`src/rtl/core/u8u16_pkg.sv`:
```
`timescale 1ns / 1ps

package u8u16_pkg;

    localparam int U8U16_QUEUE_DEPTH = 4;

    localparam logic [1:0] ERR_NONE  = 2'd0;
    localparam logic [1:0] ERR_LEAD  = 2'd1;
    localparam logic [1:0] ERR_CONT  = 2'd2;
    localparam logic [1:0] ERR_RANGE = 2'd3;

    localparam logic [5:0]  LO_SURR_TAG = 6'b110111;
    localparam logic [5:0]  HI_SURR_TAG = 6'b110110;
    localparam logic [30:0] MAX_CODE    = 31'h10FFFF;

    // one decoded request as it travels from front to back
    typedef struct packed {
        logic [15:0] unit_first;
        logic [2:0]  used;
        logic [1:0]  err;
        logic        pair;
        logic [9:0]  lo_bits;
    } t_entry;

endpackage

```
`src/rtl/core/u8u16_front.sv`:
```
`timescale 1ns / 1ps

module u8u16_front (
    input  logic                 i_clk,
    input  logic                 i_rst_n,
    input  logic                 i_accept,
    input  logic [7:0]           i_byte,
    output logic                 o_push,
    output u8u16_pkg::t_entry    o_entry
);
    import u8u16_pkg::*;

    logic [30:0] r_acc, n_acc;
    logic [2:0]  r_due, n_due;
    logic [2:0]  r_len, n_len;

    logic [30:0] acc_next;
    logic [2:0]  due_dec;
    logic [2:0]  lead_t;
    logic [5:0]  lead_mask;
    logic        lead_ok;
    logic [19:0] offs;

    always_comb begin
        lead_ok   = 1'b1;
        lead_t    = 3'd0;
        lead_mask = 6'h00;
        if (i_byte[7:5] == 3'b110) begin
            lead_t = 3'd1; lead_mask = 6'h1F;
        end else if (i_byte[7:4] == 4'b1110) begin
            lead_t = 3'd2; lead_mask = 6'h0F;
        end else if (i_byte[7:3] == 5'b11110) begin
            lead_t = 3'd3; lead_mask = 6'h07;
        end else if (i_byte[7:2] == 6'b111110) begin
            lead_t = 3'd4; lead_mask = 6'h03;
        end else if (i_byte[7:1] == 7'b1111110) begin
            lead_t = 3'd5; lead_mask = 6'h01;
        end else begin
            lead_ok = 1'b0;
        end
    end

    assign acc_next = {r_acc[24:0], i_byte[5:0]};
    assign due_dec  = r_due - 3'd1;
    assign offs     = acc_next[19:0] - 20'h10000;

    always_comb begin
        n_acc   = r_acc;
        n_due   = r_due;
        n_len   = r_len;
        o_push  = 1'b0;
        o_entry = '0;
        if (i_accept) begin
            if (r_due == 3'd0) begin
                if (!i_byte[7]) begin
                    o_push             = 1'b1;
                    o_entry.unit_first = {8'h00, i_byte};
                    o_entry.used       = 3'd1;
                end else if (lead_ok) begin
                    n_acc = {25'd0, i_byte[5:0] & lead_mask};
                    n_due = lead_t;
                    n_len = lead_t + 3'd1;
                end else begin
                    o_push      = 1'b1;
                    o_entry.err = ERR_LEAD;
                end
            end else if (i_byte[7:6] != 2'b10) begin
                // broken sequence, byte dropped
                n_acc       = '0;
                n_due       = 3'd0;
                n_len       = 3'd0;
                o_push      = 1'b1;
                o_entry.err = ERR_CONT;
            end else begin
                n_acc = acc_next;
                n_due = due_dec;
                if (due_dec == 3'd0) begin
                    n_acc  = '0;
                    n_len  = 3'd0;
                    o_push = 1'b1;
                    if (acc_next[30:16] == 15'd0) begin
                        o_entry.unit_first = acc_next[15:0];
                        o_entry.used       = r_len;
                    end else if (acc_next > MAX_CODE) begin
                        o_entry.err = ERR_RANGE;
                    end else begin
                        o_entry.unit_first = {HI_SURR_TAG, offs[19:10]};
                        o_entry.used       = r_len;
                        o_entry.pair       = 1'b1;
                        o_entry.lo_bits    = offs[9:0];
                    end
                end
            end
        end
    end

    always_ff @(posedge i_clk) begin
        if (!i_rst_n) begin
            r_acc <= '0;
            r_due <= 3'd0;
            r_len <= 3'd0;
        end else begin
            r_acc <= n_acc;
            r_due <= n_due;
            r_len <= n_len;
        end
    end

endmodule

```
`src/rtl/core/u8u16_queue.sv`:
```
`timescale 1ns / 1ps

module u8u16_queue #(
    parameter int DEPTH = u8u16_pkg::U8U16_QUEUE_DEPTH
) (
    input  logic                 i_clk,
    input  logic                 i_rst_n,
    input  logic                 i_push,
    input  u8u16_pkg::t_entry    i_entry,
    input  logic                 i_pop,
    output logic                 o_full,
    output logic                 o_empty,
    output u8u16_pkg::t_entry    o_entry
);
    import u8u16_pkg::*;

    localparam int PW = (DEPTH > 1) ? $clog2(DEPTH) : 1;
    localparam int CW = $clog2(DEPTH + 1);
    localparam logic [PW-1:0] LAST_PTR = PW'(DEPTH - 1);
    localparam logic [CW-1:0] FULL_CNT = CW'(DEPTH);

    t_entry          r_slot [DEPTH];
    logic [PW-1:0]   r_wr_ptr, r_rd_ptr;
    logic [CW-1:0]   r_count;
    logic            do_push, do_pop;

    assign o_full  = (r_count == FULL_CNT);
    assign o_empty = (r_count == '0);
    assign o_entry = r_slot[r_rd_ptr];
    assign do_push = i_push && !o_full;
    assign do_pop  = i_pop && !o_empty;

    always_ff @(posedge i_clk) begin
        if (do_push) begin
            r_slot[r_wr_ptr] <= i_entry;
        end
    end

    always_ff @(posedge i_clk) begin
        if (!i_rst_n) begin
            r_wr_ptr <= '0;
            r_rd_ptr <= '0;
            r_count  <= '0;
        end else begin
            if (do_push) begin
                r_wr_ptr <= (r_wr_ptr == LAST_PTR) ? '0 : r_wr_ptr + PW'(1);
            end
            if (do_pop) begin
                r_rd_ptr <= (r_rd_ptr == LAST_PTR) ? '0 : r_rd_ptr + PW'(1);
            end
            if (do_push && !do_pop) begin
                r_count <= r_count + CW'(1);
            end else if (do_pop && !do_push) begin
                r_count <= r_count - CW'(1);
            end
        end
    end

endmodule

```
`src/rtl/core/u8u16_back.sv`:
```
`timescale 1ns / 1ps

module u8u16_back (
    input  logic                 i_clk,
    input  logic                 i_rst_n,
    input  logic                 i_empty,
    input  u8u16_pkg::t_entry    i_entry,
    output logic                 o_pop,
    input  logic                 i_out_stall,
    output logic                 o_out_valid,
    output logic [15:0]          o_code_unit,
    output logic [2:0]           o_bytes_used,
    output logic [1:0]           o_error,
    output logic                 o_last
);
    import u8u16_pkg::*;

    logic        r_valid;
    logic [15:0] r_unit;
    logic [2:0]  r_used;
    logic [1:0]  r_err;
    logic        r_last;
    logic        r_pend;
    logic [9:0]  r_lo_bits;
    logic        slot_free;

    // output slot can take a new result when empty or being drained
    assign slot_free = !r_valid || !i_out_stall;
    assign o_pop     = slot_free && !r_pend && !i_empty;

    always_ff @(posedge i_clk) begin
        if (!i_rst_n) begin
            r_valid <= 1'b0;
            r_pend  <= 1'b0;
        end else if (slot_free) begin
            if (r_pend) begin
                r_valid <= 1'b1;
                r_pend  <= 1'b0;
            end else begin
                r_valid <= !i_empty;
                r_pend  <= !i_empty && i_entry.pair;
            end
        end
    end

    always_ff @(posedge i_clk) begin
        if (slot_free) begin
            if (r_pend) begin
                r_unit <= {LO_SURR_TAG, r_lo_bits};
                r_used <= 3'd0;
                r_err  <= ERR_NONE;
                r_last <= 1'b1;
            end else begin
                r_unit    <= i_entry.unit_first;
                r_used    <= i_entry.used;
                r_err     <= i_entry.err;
                r_last    <= !i_entry.pair;
                r_lo_bits <= i_entry.lo_bits;
            end
        end
    end

    assign o_out_valid  = r_valid;
    assign o_code_unit  = r_unit;
    assign o_bytes_used = r_used;
    assign o_error      = r_err;
    assign o_last       = r_last;

endmodule

```
`src/rtl/core/utf8_to_utf16_decoder.sv`:
```
`timescale 1ns / 1ps
// channel | direction | handshake              | payload
// in      | input     | i_in_valid / o_in_stall  | i_in_byte[7:0]
// out     | output    | o_out_valid / i_out_stall| o_code_unit, o_bytes_used, o_error, o_last
//
// one byte accepted per cycle while the decode queue has room; path: queue, output register
// a surrogate pair holds the output register for its high and low units, but a pair
// needs at least four input bytes, so the output keeps pace at one byte per cycle and
// the queue fills only while i_out_stall is held
// synchronous active-low reset clears the sequence state, the queue and the output
// o_in_stall rises only when the queue is full; results wait in the output register

module utf8_to_utf16_decoder #(
    parameter int QUEUE_DEPTH = u8u16_pkg::U8U16_QUEUE_DEPTH
) (
    input  logic        i_clk,
    input  logic        i_rst_n,
    input  logic        i_in_valid,
    output logic        o_in_stall,
    input  logic [7:0]  i_in_byte,
    output logic        o_out_valid,
    input  logic        i_out_stall,
    output logic [15:0] o_code_unit,
    output logic [2:0]  o_bytes_used,
    output logic [1:0]  o_error,
    output logic        o_last
);
    import u8u16_pkg::*;

    t_entry push_entry, head_entry;
    logic   push, pop, q_full, q_empty, accept;

    assign o_in_stall = q_full;
    assign accept     = i_in_valid && !q_full;

    u8u16_front u_front (
        .i_clk    (i_clk),
        .i_rst_n  (i_rst_n),
        .i_accept (accept),
        .i_byte   (i_in_byte),
        .o_push   (push),
        .o_entry  (push_entry)
    );

    u8u16_queue #(
        .DEPTH (QUEUE_DEPTH)
    ) u_queue (
        .i_clk   (i_clk),
        .i_rst_n (i_rst_n),
        .i_push  (push),
        .i_entry (push_entry),
        .i_pop   (pop),
        .o_full  (q_full),
        .o_empty (q_empty),
        .o_entry (head_entry)
    );

    u8u16_back u_back (
        .i_clk        (i_clk),
        .i_rst_n      (i_rst_n),
        .i_empty      (q_empty),
        .i_entry      (head_entry),
        .o_pop        (pop),
        .i_out_stall  (i_out_stall),
        .o_out_valid  (o_out_valid),
        .o_code_unit  (o_code_unit),
        .o_bytes_used (o_bytes_used),
        .o_error      (o_error),
        .o_last       (o_last)
    );

endmodule
```
`config.mk`:
```
export PLATFORM = sky130hd
export DESIGN_NAME = utf8_to_utf16_decoder
export DESIGN_NICKNAME = d
export VERILOG_FILES = /design/src/rtl/core/u8u16_pkg.sv /design/src/rtl/core/u8u16_front.sv /design/src/rtl/core/u8u16_queue.sv /design/src/rtl/core/u8u16_back.sv /design/src/rtl/core/utf8_to_utf16_decoder.sv
export SDC_FILE = /design/constraint.sdc
export NUM_CORES = 1
export LEC_CHECK = 0
export ABC_AREA = 1
export BUFFER_PORTS_ARGS = -buffer_cell sky130_fd_sc_hd__buf_2
export CAP_MARGIN = 20
export CELL_PAD_IN_SITES_DETAIL_PLACEMENT = 0
export CELL_PAD_IN_SITES_GLOBAL_PLACEMENT = 1
export CORE_MARGIN = 2
export CORE_UTILIZATION = 40
export CTS_CLUSTER_SIZE = 20
export DETAILED_ROUTE_END_ITERATION = 8
export HOLD_SLACK_MARGIN = 0.1
export PLACE_DENSITY = 0.71
export SLEW_MARGIN = 25
export SYNTH_ARGS = -nofsm -noshare
export SYNTH_HDL_FRONTEND = slang
export SYNTH_SLANG_ARGS = --single-unit
```
`constraint.sdc`:
```
create_clock -name i_clk -period 3 [get_ports i_clk]
set_input_delay 0.15 -clock i_clk [delete_from_list [all_inputs] [get_ports i_clk]]
set_output_delay 0.15 -clock i_clk [all_outputs]
set_load 0.02 [all_outputs]
```
==> results of run 1 <==
## state kept, by name (all words and copies together), names as in the netlist, named ones only
| signal | count |
|---|---|
| u_queue.r_slot | 128 |
| u_front.r_acc | 25 |
| u_back.o_code_unit | 16 |
| u_back.r_lo_bits | 10 |
| u_back.o_bytes_used | 3 |
| u_front.r_due | 3 |
| u_front.r_len | 3 |
| u_queue.r_count | 3 |
| u_back.o_error | 2 |
| u_queue.r_rd_ptr | 2 |
| u_queue.r_wr_ptr | 2 |
| u_back.o_last | 1 |
| u_back.o_out_valid | 1 |
| u_back.r_pend | 1 |
## cell families (layout without fill, tap and decap cells)
group | Yosys count | after routing | synth area share
AND/OR/NAND/NOR | 392 | 392 | 0.188
flip-flops | 202 | 202 | 0.645
buffers and inverters | 111 | 172 | 0.0530
XOR/XNOR | 4 | 4 | 0.00400
adder cells (fa/ha/maj) | 12 | 12 | 0.0180
AO/OA/AOI/OAI | 143 | 143 | 0.0914
## layer usage
layer	up-vias	track usage
li1	3000	-
met1	2809	0.238
met2	116	0.294
met3	26	0.0251
met4	0	0.0374
met5	-	0
## power groups by stage
stage / sequential [mW] / clock (mW) / combinational (mW)
global placement: 3.93 / 0 / 2.77
detailed placement: 3.93 / 0 / 2.78
floorplan: 4.12 / 0 / 1.69
global route: 3.92 / 2.78 / 3.14
CTS: 3.88 / 2.68 / 2.79
finish: 3.87 / 2.62 / 2.76
## placed cells by master, fill, tap and decap left out, drive strengths merged
cell / count
nor2: 240
edfxtp: 160
nand2: 117
o21ai: 90
inv: 72
buf: 56
dfxtp: 42
clkbuf: 33
a21oi: 23
nand3: 18
o22ai: 13
nand4: 12
ha: 11
a31oi: 10
clkinv: 8
o221ai: 5
xor2: 3
nor3: 3
nand3b: 2
dlygate4sd3: 2
o211a: 1
xnor2: 1
o211ai: 1
fa: 1
bufinv: 1
## worst reg2reg max path, cell delays in order (launching register included)
cell,delay (ns)
dfxtp_1,0.35
inv_1,0.08
ha_1,0.21
xnor2_1,0.22
nand2_2,0.16
nand2_4,0.09
inv_2,0.08
nor2_4,0.13
nand2_1,0.08
inv_1,0.06
ha_1,0.13
inv_1,0.07
fa_1,0.38
a21oi_1,0.15
o21ai_0,0.12
o21ai_0,0.16
a21oi_1,0.05
## area by class of cell
type,instances,share of cell area
multi-input cells,551,0.265
well taps,280,0.0347
flip-flops and latches,202,0.560
clock buffers,33,0.0647
repair buffers,58,0.0424
inverters,74,0.0275
clock inverters,7,0.00608
## worst paths after layout
path	from	endpoint	slack (ns)	cells past startpoint
hold reg to reg	u_front.r_acc[20]	u_front.r_acc[20]	0.48	2
setup / recovery	u_front.r_due[0]	u_queue.r_count[2]	0.37	16
hold / removal	i_in_byte[3]	u_front.r_acc[3]	0.12	5
setup reg to reg	u_front.r_due[0]	u_queue.r_count[2]	0.37	16
## per-stage QoR
stage | setup slack [ns] | power (mW) | hold slack [ns] | instances
after floorplan | -0.163 | 5.81 | 0.370 | 864
after global placement | 0.469 | 6.70 | 0.464 | 1163
after detailed placement | 0.401 | 6.71 | 0.475 | 1163
after CTS | 0.385 | 9.35 | 0.104 | 1205
after global routing | 0.0245 | 9.84 | 0.137 | 1205
final | 0.375 | 9.26 | 0.116 | 1205
==> results.yml, run 1 <==
die:
  initial_core_util: 0.405
  dieArea_um2: 23100
  ioPinCount: 36
  die_w_um: 152
  core-area_um2: 21600
  die_h_um: 152
  rows: 54
synth:
  synth_area_um2: 8750
  async_flop_share: 0
  ys_warn_count: 0
  synth_top_area_cell: "edfxtp_1"
  synth.area.top_cells: "edfxtp_1 (55%), nor2_1 (10%), dfxtp_1 (9.6%), o21ai_0 (5.0%), nand2_1 (4.5%)"
  synth_edf_count: 160
  synth-seq-area-share: 0.645
  synth-seq-cells: 202
  syn-num-nets: 888
  yosysUniqueCellTypes: 39
  synth_common_cells: "nor2_1 (235), edfxtp_1 (160), nand2_1 (106)"
  syn_area_per_cell_um2: 10.1
  yosysMostFrequentCell: "nor2_1"
  synthCells: 864
  netlist.area_leader.share: 0.549
  synth-main-ff-cell: "edfxtp_1"
final_layout:
  area_growth_pct: 15.3
  num_antenna_cells: 0
  fin_nets: 933
  multi_input_area_um2: 2670
  fin_util: 0.467
  seq_area_um2: 5650
  fill_cells: 2081
  final_layout_size_suffix_gt1_frac: 0.129
  fin_area_um2: 10100
clocking:
  cts_resized: 0
  cts.sinks: 202
  holdBufCountCts: 2
  cts_tree: "done"
  clock_path_buffers: 3
  clockRootBuffer: "clkbuf_16"
  clock_latency_ns: 0.50
  cts_buffers: 22
  path_clk_slew_ns: 0.06
  htreeDepth: 1
  postCtsSetupRepairBufs: 0
job:
  cap_violations: 0
min_path:
  hold_class: "input pin to flip-flop"
grt:
  antenna_found_initial: 0
  grt_max_degree: 65
  grt_pass1_vias: 5766
  gr-total-overflow: 0
  grt_usage: 0.173
  grt_pass1_wl_um: 31800
sta:
  tightest_slew_ns: 0.677
  setup_viol: 0
  finalCritPeriodShare: 0.875
  slew_headroom: 0.549
  fin_skew_ns: 0.0141
  period_needed_ns: 2.63
  finalSetupTns_ns: 0
  rsz0062_at_grt: "no"
  slew_violations: 0
  final_hold_viol_count: 0
  clock.fmax_ghz: 0.381
setup_path:
  critPathBufInv: 4
  cp_max_fo: 7
  cp.required_ns: 3.38
  worstSetupPathType: "flip-flop to flip-flop"
  cpLargestDelayFamily: "adder cells"
  slowest_stage: "fa_1"
  endpoint_kind: "flip-flop"
  path_cells: "inv_1, ha_1, xnor2_1, nand2_2, nand2_4, inv_2, nor2_4, nand2_1, inv_1, ha_1, inv_1, fa_1, a21oi_1, o21ai_0, o21ai_0, a21oi_1"
  cpPeakStageDelay_ns: 0.38
  worstSetupStartpointType: "flip-flop"
  cpMostUsedCell: "inv_1"
  cp.arrival_ns: 3.00
pwr:
  power.leakage_nw: 4.03
  power_frac_comb: 0.299
  pwr-share-seq: 0.418
  p_sw_mw: 3.12
  swShare: 0.337
  power_density_nw_per_um2: 918
  power.share.clock: 0.283
  p_int_mw: 6.14
  ir_drop_uv: 405
route:
  first_pass_iters: 5
  drt_iter0_drc: 395
  drc: 0
  wl_per_cell_um: 16.5
  drt-met1-wl_um: 9320
  wirelength_um: 19800
  viasPerCell: 4.94
  vias: 5951
  wl_met2_um: 9370
  maxUsedRoutingLayer: "met4"
  dr_wl_met3_um: 878
  antenna_left: 0
place:
  post_dp_cell_area_um2: 9350
  place.gp.congestion: 0.859
  io_buffers: 35
  place_hpwl_um: 12900
outcome:
  status: "finished clean"
No activity file was read; power rests on OpenSTA's default activity.
==> run 2: changes to the inputs <==
--- a/config.mk
+++ b/config.mk
@@ -6,16 +6,15 @@
 export NUM_CORES = 1
 export LEC_CHECK = 0
 export ABC_AREA = 1
-export BUFFER_PORTS_ARGS = -buffer_cell sky130_fd_sc_hd__buf_2
 export CAP_MARGIN = 20
 export CELL_PAD_IN_SITES_DETAIL_PLACEMENT = 0
 export CELL_PAD_IN_SITES_GLOBAL_PLACEMENT = 1
 export CORE_MARGIN = 2
 export CORE_UTILIZATION = 40
-export CTS_CLUSTER_SIZE = 20
 export DETAILED_ROUTE_END_ITERATION = 8
+export DONT_BUFFER_PORTS = 1
 export HOLD_SLACK_MARGIN = 0.1
-export PLACE_DENSITY = 0.71
+export PLACE_DENSITY_LB_ADDON = 0.2
 export SLEW_MARGIN = 25
 export SYNTH_ARGS = -nofsm -noshare
 export SYNTH_HDL_FRONTEND = slang
==> results.yml, run 2 (synthesized netlist as in run 1, its figures left out) <==
final_layout:
  largest_register: "u_queue.r_slot"
  fin_nets: 904
  final_layout_size_suffix_gt1_frac: 0.0841
  final_common_cell: "nor2_1"
  final_cell_mix: "nor2_1 (231), edfxtp_1 (160), nand2_1 (105)"
  largest_reg_flops: 128
  num_antenna_cells: 0
  fin_area_um2: 9870
  instances_no_fill: 1172
  area_growth_pct: 12.8
sta:
  timing.final.ws_setup_ns: 0.279
  finalCritPeriodShare: 0.907
  clock.fmax_ghz: 0.368
  fin_skew_ns: 0.0145
  tightest_slew_ns: 0.707
  hold_ws_ns: 0.123
  period_needed_ns: 2.72
  slew_headroom: 0.528
  rsz0062_at_grt: "no"
  setup_viol: 0
  slew_violations: 0
  final_hold_viol_count: 0
setup_path:
  cp_max_fo: 7
  slowest_stage: "fa_1"
  endpoint_kind: "flip-flop"
  cp.required_ns: 3.38
  cpLargestDelayFamily: "adder cells"
  worstSetupStartpointType: "flip-flop"
  cp.arrival_ns: 3.11
  cpMostUsedCell: "inv_1"
  cpPeakStageDelay_ns: 0.38
  critPathBufInv: 7
  path_cells: "inv_1, ha_1, inv_1, nor2_2, inv_2, nand2_4, inv_1, nand2_4, inv_2, nor2_4, nand2_2, inv_1, ha_1, inv_1, fa_1, a21oi_1, o21ai_0, o21ai_0, a21oi_1"
  worstSetupPathType: "flip-flop to flip-flop"
clocking:
  cts.sinks: 202
  cts_tree: "done"
  clock_path_buffers: 3
  cts_buffers: 22
  htreeDepth: 1
  clockRootBuffer: "clkbuf_16"
  path_clk_slew_ns: 0.06
  clock_latency_ns: 0.50
  postCtsSetupRepairBufs: 0
grt:
  grt_pass1_wl_um: 32500
  grt_max_degree: 65
  antenna_found_initial: 0
  gr-total-overflow: 0
  grt_usage: 0.179
  grt_pass1_vias: 5816
place:
  io_buffers: 0
  place_hpwl_um: 13000
  dp_slack_ns: 0.226
  place.gp.congestion: 0.900
  dp_cells: 1124
  post_dp_cell_area_um2: 9100
die:
  core-area_um2: 21600
  ioPinCount: 36
  rows: 54
  die_h_um: 152
  die_w_um: 152
  initial_core_util: 0.405
  dieArea_um2: 23100
pwr:
  ir_drop_uv: 380
  power_frac_comb: 0.259
  power.leakage_nw: 3.86
  pwr-share-seq: 0.470
  power_density_nw_per_um2: 898
  power.share.clock: 0.271
  p_int_mw: 5.80
  swShare: 0.346
  p_sw_mw: 3.07
job:
  cap_violations: 0
route:
  vias: 6006
  drt_iter0_drc: 416
  viasPerCell: 5.12
  first_pass_iters: 5
  drc: 0
  wl_per_cell_um: 17.9
  antenna_left: 0
  wirelength_um: 20900
min_path:
  hold_class: "input pin to flip-flop"
outcome:
  status: "finished clean"
run 2: cell count changes in the layout (fill, tap and decap cells not counted), sizes merged:
cell / previous run / this run
buf: 56 / 18
bufinv: 1 / 0
clkbuf: 33 / 28
clkinv: 8 / 11
dlygate4sd3: 2 / 11
inv: 72 / 71
run 2: path summary, 6_finish.rpt:
| kind | slack [ns] | to | depth (start not counted) | startpoint |
|---|---|---|---|---|
| min reg2reg | 0.48 | u_front.r_acc[22] | 2 | u_front.r_acc[22] |
| max | 0.28 | u_queue.r_count[2] | 19 | u_front.r_due[0] |
| min | 0.12 | u_front.r_due[0] | 5 | i_in_byte[3] |
| max reg2reg | 0.28 | u_queue.r_count[2] | 19 | u_front.r_due[0] |
run 2: final cells by class:
| type | instances | area [µm²] |
|---|---|---|
| Clock buffer | 28 | 594 |
| Sequential cell | 202 | 5650 |
| Clock inverter | 8 | 36.3 |
| Tap cell | 280 | 350 |
| Inverter | 74 | 278 |
| Multi-Input combinational cell | 551 | 2650 |
| Fill cell | 2019 | 11800 |
| Timing Repair Buffer | 29 | 308 |
run 2: through the flow:
stage / TNS (ns) / total power, mW / utilization
after floorplan: -20.92 / 5.81 / -
after global placement: 0 / 6.44 / 0.421
after detailed placement: 0 / 6.52 / 0.421
after CTS: 0 / 8.97 / 0.456
after global routing: 0 / 9.42 / 0.456
final: 0 / 8.86 / 0.456
run 2: repair_timing:
action	CTS	global route
hold endpoints to repair	90	0
endpoints found under the setup margin	0	1
gates resized for setup	0	1
hold buffers	12	0
run 2: per-layer routing:
layer / up-vias / wire length (µm) / GRT usage
met5: - / 0 / 0
met4: 0 / 519 / 0.0605
met3: 35 / 996 / 0.0265
met2: 132 / 9630 / 0.287
met1: 2897 / 9780 / 0.250
li1: 2942 / - / -
run 2: tightest hold or removal path, cell delays in order:
cell and delay, ns:
nor2_1 0.08, nand2_1 0.07, nand3_1 0.13, a21oi_1 0.08
nor2_1 0.07
run 2: power groups by stage:
stage                     sequential, mW  combinational (mW)  clock [mW]
final                               4.16                2.30        2.40
after global routing                4.22                2.62        2.57
after floorplan                     4.12                1.69           0
after global placement              4.21                2.23           0
after CTS                           4.17                2.33        2.47
after detailed placement            4.23                2.29           0
